## src/hw/rtl/tfc_pkg.sv

```systemverilog
// Package for the two-level FIFO cache: sizes, codes, controller states
// and the command/status structs passed between controller and datapath.
// No dependencies.
package tfc_pkg;

	localparam int FLE_DEF  = 64;
	localparam int SLE_DEF  = 128;
	localparam int MW_DEF   = 256;
	localparam int ADDR_W   = 8;
	localparam int DATA_W   = 32;
	localparam int LVL_W    = 2;

	localparam logic OP_READ  = 1'b0;
	localparam logic OP_WRITE = 1'b1;

	localparam logic POL_WT = 1'b0;
	localparam logic POL_WB = 1'b1;

	localparam logic [LVL_W-1:0] LVL_L1   = 2'd0;
	localparam logic [LVL_W-1:0] LVL_L2   = 2'd1;
	localparam logic [LVL_W-1:0] LVL_MISS = 2'd2;

	typedef enum logic [2:0] {
		ST_CLEAR,
		ST_IDLE,
		ST_LOOKUP,
		ST_READ,
		ST_EXEC,
		ST_WB,
		ST_RESP
	} state_t;

	typedef struct packed {
		logic clr;
		logic load;
		logic lookup;
		logic rd;
		logic exec;
		logic wb;
	} cmd_t;

	typedef struct packed {
		logic clr_last;
		logic need_wb;
	} sts_t;

endpackage

```

## src/hw/rtl/tfc_ctrl.sv

```systemverilog
// Controller state machine for the two-level FIFO cache.
// Depends on tfc_pkg.
module tfc_ctrl (
	input  logic         clk,
	input  logic         arst_n,
	input  logic         in_valid,
	output logic         in_ready,
	output logic         out_valid,
	input  logic         out_ready,
	input  tfc_pkg::sts_t sts,
	output tfc_pkg::cmd_t cmd
);
	import tfc_pkg::*;

	state_t state_q, state_d;

	always_ff @(posedge clk or negedge arst_n) begin
		if (!arst_n) begin
			state_q <= ST_CLEAR;
		end else begin
			state_q <= state_d;
		end
	end

	always_comb begin
		state_d = state_q;
		case (state_q)
			ST_CLEAR:  if (sts.clr_last) state_d = ST_IDLE;
			ST_IDLE:   if (in_valid) state_d = ST_LOOKUP;
			ST_LOOKUP: state_d = ST_READ;
			ST_READ:   state_d = ST_EXEC;
			ST_EXEC:   state_d = sts.need_wb ? ST_WB : ST_RESP;
			ST_WB:     state_d = ST_RESP;
			ST_RESP:   if (out_ready) state_d = ST_IDLE;
			default:   state_d = ST_CLEAR;
		endcase
	end

	always_comb begin
		in_ready   = (state_q == ST_IDLE);
		out_valid  = (state_q == ST_RESP);
		cmd.clr    = (state_q == ST_CLEAR);
		cmd.load   = (state_q == ST_IDLE) && in_valid;
		cmd.lookup = (state_q == ST_LOOKUP);
		cmd.rd     = (state_q == ST_READ);
		cmd.exec   = (state_q == ST_EXEC);
		cmd.wb     = (state_q == ST_WB);
	end
endmodule

```

## config.mk

```make
export PLATFORM = sky130hd
export DESIGN_NAME = tfc_ctrl
export DESIGN_NICKNAME = d
export VERILOG_FILES = /design/src/hw/rtl/tfc_pkg.sv /design/src/hw/rtl/tfc_ctrl.sv
export SDC_FILE = /design/constraint.sdc
export NUM_CORES = 1
export LEC_CHECK = 0
export ABC_AREA = 1
export BUFFER_PORTS_ARGS = -buffer_cell sky130_fd_sc_hd__buf_2
export CAP_MARGIN = 10
export CELL_PAD_IN_SITES_DETAIL_PLACEMENT = 1
export CELL_PAD_IN_SITES_GLOBAL_PLACEMENT = 2
export CORE_AREA = 2 2 39 41
export CTS_BUF_LIST = sky130_fd_sc_hd__clkbuf_4 sky130_fd_sc_hd__clkbuf_8
export DETAILED_ROUTE_END_ITERATION = 8
export DIE_AREA = 0 0 41 43
export PLACE_DENSITY = 0.79
export SETUP_SLACK_MARGIN = 0.4
export SYNTH_ARGS = -nofsm -noshare
export SYNTH_HDL_FRONTEND = slang
export SYNTH_SLANG_ARGS = --single-unit
```

## constraint.sdc

```tcl
create_clock -name clk -period 0.9 [get_ports clk]
set_input_delay 0.225 -clock clk [delete_from_list [all_inputs] [get_ports clk]]
set_output_delay 0.225 -clock clk [all_outputs]
set_load 0.03 [all_outputs]
```

==> flow_metrics.env <==
export IMPL_nFillCells=179
export IMPL_final_cell_mix="9 x buf_6, 9 x buf_4, 5 x buf_2"
export IMPL_p_seq_share_pct=13.4
export IMPL_numCtsBuffers=3
export IMPL_required_ns=0.67
export IMPL_cts_tree="done"
export IMPL_multiInputGateArea_sq_um=178
export IMPL_max_freq_ghz=0.722
export IMPL_finalSetupViolations=11
export IMPL_p_leak_nw=0.289
export IMPL_seq_area_sq_um=76.3
export IMPL_power_share_combinational_pct=74.1
export IMPL_synth_warnings=0
export IMPL_num_rows=14
export IMPL_via_per_inst=4.06
export IMPL_place_congestion=0.676
export IMPL_drtIter0Drc=1
export IMPL_worst_slew_pin_slew_ns=0.232
export IMPL_fin_cells=78
export IMPL_fin_worst_skew_ns=0.00319
export IMPL_intPower_mw=1.15
export IMPL_grt_pass1_vias=326
export IMPL_die_width_um=41
export IMPL_largest_reg_flops=3
export IMPL_die_y_um=43
export IMPL_largestRegisters="state_q: 3 flops"
export IMPL_path_max_fanout=4
export IMPL_drcViolationCount=0
export IMPL_drive_above_1_share_pct=74.2
export IMPL_cts_sink_count=3
export IMPL_die_area_sq_um=1760
export IMPL_timing_final_hold_violations=0
export IMPL_maxCapViolCount=0
export IMPL_ant_nets=0
export IMPL_firstDrtPassIters=4
export IMPL_path_clk_slew_ns=0.04
export IMPL_antenna_found_initial=0
export IMPL_route_detailed_wl_per_inst_um=11.0
export IMPL_syn_inst=34
export IMPL_regMostFlops="state_q"
export IMPL_maxSlewHeadroom_pct=84.4
export IMPL_start_util_pct=15.9
export IMPL_root_buffer="clkbuf_4"
export IMPL_arrival_ns=1.16
export IMPL_post_route_period_util_pct=154
export IMPL_worstReg2RegEnd="state_q[0]"
export IMPL_timing_rr_start="state_q[0]"
export IMPL_layout_min_cycle_time_ns=1.38
export IMPL_worstSetupPathType="flop to primary output"
export IMPL_power_switching_mw=1.06
export IMPL_p_per_area_nw_per_um2=4100
export IMPL_io_pins=14
export IMPL_syn_nets=40
export IMPL_rsz0062_at_grt="yes"
export IMPL_ys_seq_area_share_pct=34.1
export IMPL_htree_levels=1
export IMPL_nNetsFinal=69
export IMPL_vias=317
export IMPL_antenna_cells=0
export IMPL_ir_worst_vdd_v=0.00106
export IMPL_ys_types=14
export IMPL_final_util_pct=38.9
export IMPL_worst_slack_ns=-0.485
export IMPL_grt_start_max_net_pins=6
export IMPL_crit_start="state_q[1]"
export IMPL_coreArea_sq_um=1380
export IMPL_grt_first_pass_wirelength_mm=1.30
export IMPL_p_clk_share_pct=12.5
export IMPL_ys_ff_latch=3
export IMPL_violations="setup timing"
export IMPL_syn_mean_instance_area_sq_um=6.48
export IMPL_worstSetupEndpointType="primary output"
export IMPL_detailedPlacementHpwl_um=647
export IMPL_cts_buffer_depth=2
export IMPL_slew_violations=0
export IMPL_insertion_delay_ns=0.24
export IMPL_reg2reg_slack_ns=-0.31
export IMPL_overflow=0
export IMPL_swShare_pct=47.9
export IMPL_crit_path_start_kind="flop"
export IMPL_holdPathStages=4
export IMPL_area_growth_pct=144
export IMPL_wl_um=860
export IMPL_min_from="out_ready"
export IMPL_hold_path_class="input pin to flop"
export IMPL_ff2ff_path_depth=7
export IMPL_min_to="state_q[2]"
export IMPL_dp_cells=69
export IMPL_tns_ns=-4.31
export IMPL_run_status="complete, but fails checks"
export IMPL_grt_util_all_layers_pct=11.8
export IMPL_netlist_area_sq_um=220
export IMPL_place_ws_ns=-0.326
export IMPL_portBuffers=13
## metal layers
layer / vias to the layer above / part of all wire [%] / global-route usage, %
met5: - / 0 / 0
met4: 0 / 0 / 10.0
met3: 0 / 2.6 / 3.14
met2: 6 / 63 / 19.1
met1: 148 / 35 / 11.3
li1: 163 / - / -
## cells in the mapped netlist
master	number	area share (%)
inv_2	1	1.7
o21bai_1	1	3.4
nand2_1	6	10
o21ai_2	1	4.0
a21oi_1	1	2.3
nand2_2	1	2.8
dfrtp_1	3	34
nand3_1	2	4.5
nor2_1	5	8.5
nand3b_1	2	6.8
nor2_2	1	2.8
nor3_1	2	4.5
o21ai_0	1	2.3
inv_1	7	12
## power by group through the flow
stage          Clock (mW)  Sequential (mW)  Combinational [mW]
2_1_floorplan           0            0.290               0.729
3_3_place_gp            0            0.275                1.14
3_5_place_dp            0            0.281                1.17
4_1_cts             0.288            0.287                1.51
5_1_grt             0.296            0.306                1.78
6_report            0.275            0.296                1.64
## logic make-up after synthesis
group                  share of synthesized area [%]
AND/OR/NAND/NOR                                 40.3
flip-flops                                      34.1
buffers and inverters                           13.6
AO/OA/AOI/OAI                                   11.9
## timing repair
action / CTS / global route
pin swaps: 4 / 3
endpoints found under the setup margin: 11 / 11
gates resized for setup: 21 / 7
hold buffers: 1 / 0
buffers inserted: 2 / 2
endpoints found under the hold margin: 3 / 0
## layout make-up
type / instances / share of cell area [%]
Inverter: 8 / 5.58
Sequential cell: 3 / 14.2
Multi-Input combinational cell: 23 / 33.0
Tap cell: 16 / 3.72
Clock buffer: 4 / 5.58
Timing Repair Buffer: 24 / 37.9
## metrics by stage
stage	total power, mW	instance area [sq um]	hold slack [ns]
2_1_floorplan	1.02	248	-0.0706
3_3_place_gp	1.41	378	0.0240
3_5_place_dp	1.45	378	0.0279
4_1_cts	2.08	498	0.289
5_1_grt	2.38	538	0.307
6_report	2.21	538	0.295
## worst max-delay path by stage
stage	endpoint	slack, ns	cells past startpoint
6_report	cmd[5]	-0.48	3
3_5_place_dp	cmd[4]	-0.33	4
5_1_grt	cmd[5]	-0.53	3
4_1_cts	cmd[4]	-0.48	4
3_3_place_gp	cmd[4]	-0.32	4
2_1_floorplan	state_q[0]	-0.26	6
## worst max-delay path, cell delays in order, from the launching register on
cell and delay, ns:
dfrtp_2 0.43, buf_6 0.13, nor3_2 0.17, buf_4 0.18
Power figures use the tool's default switching activity.
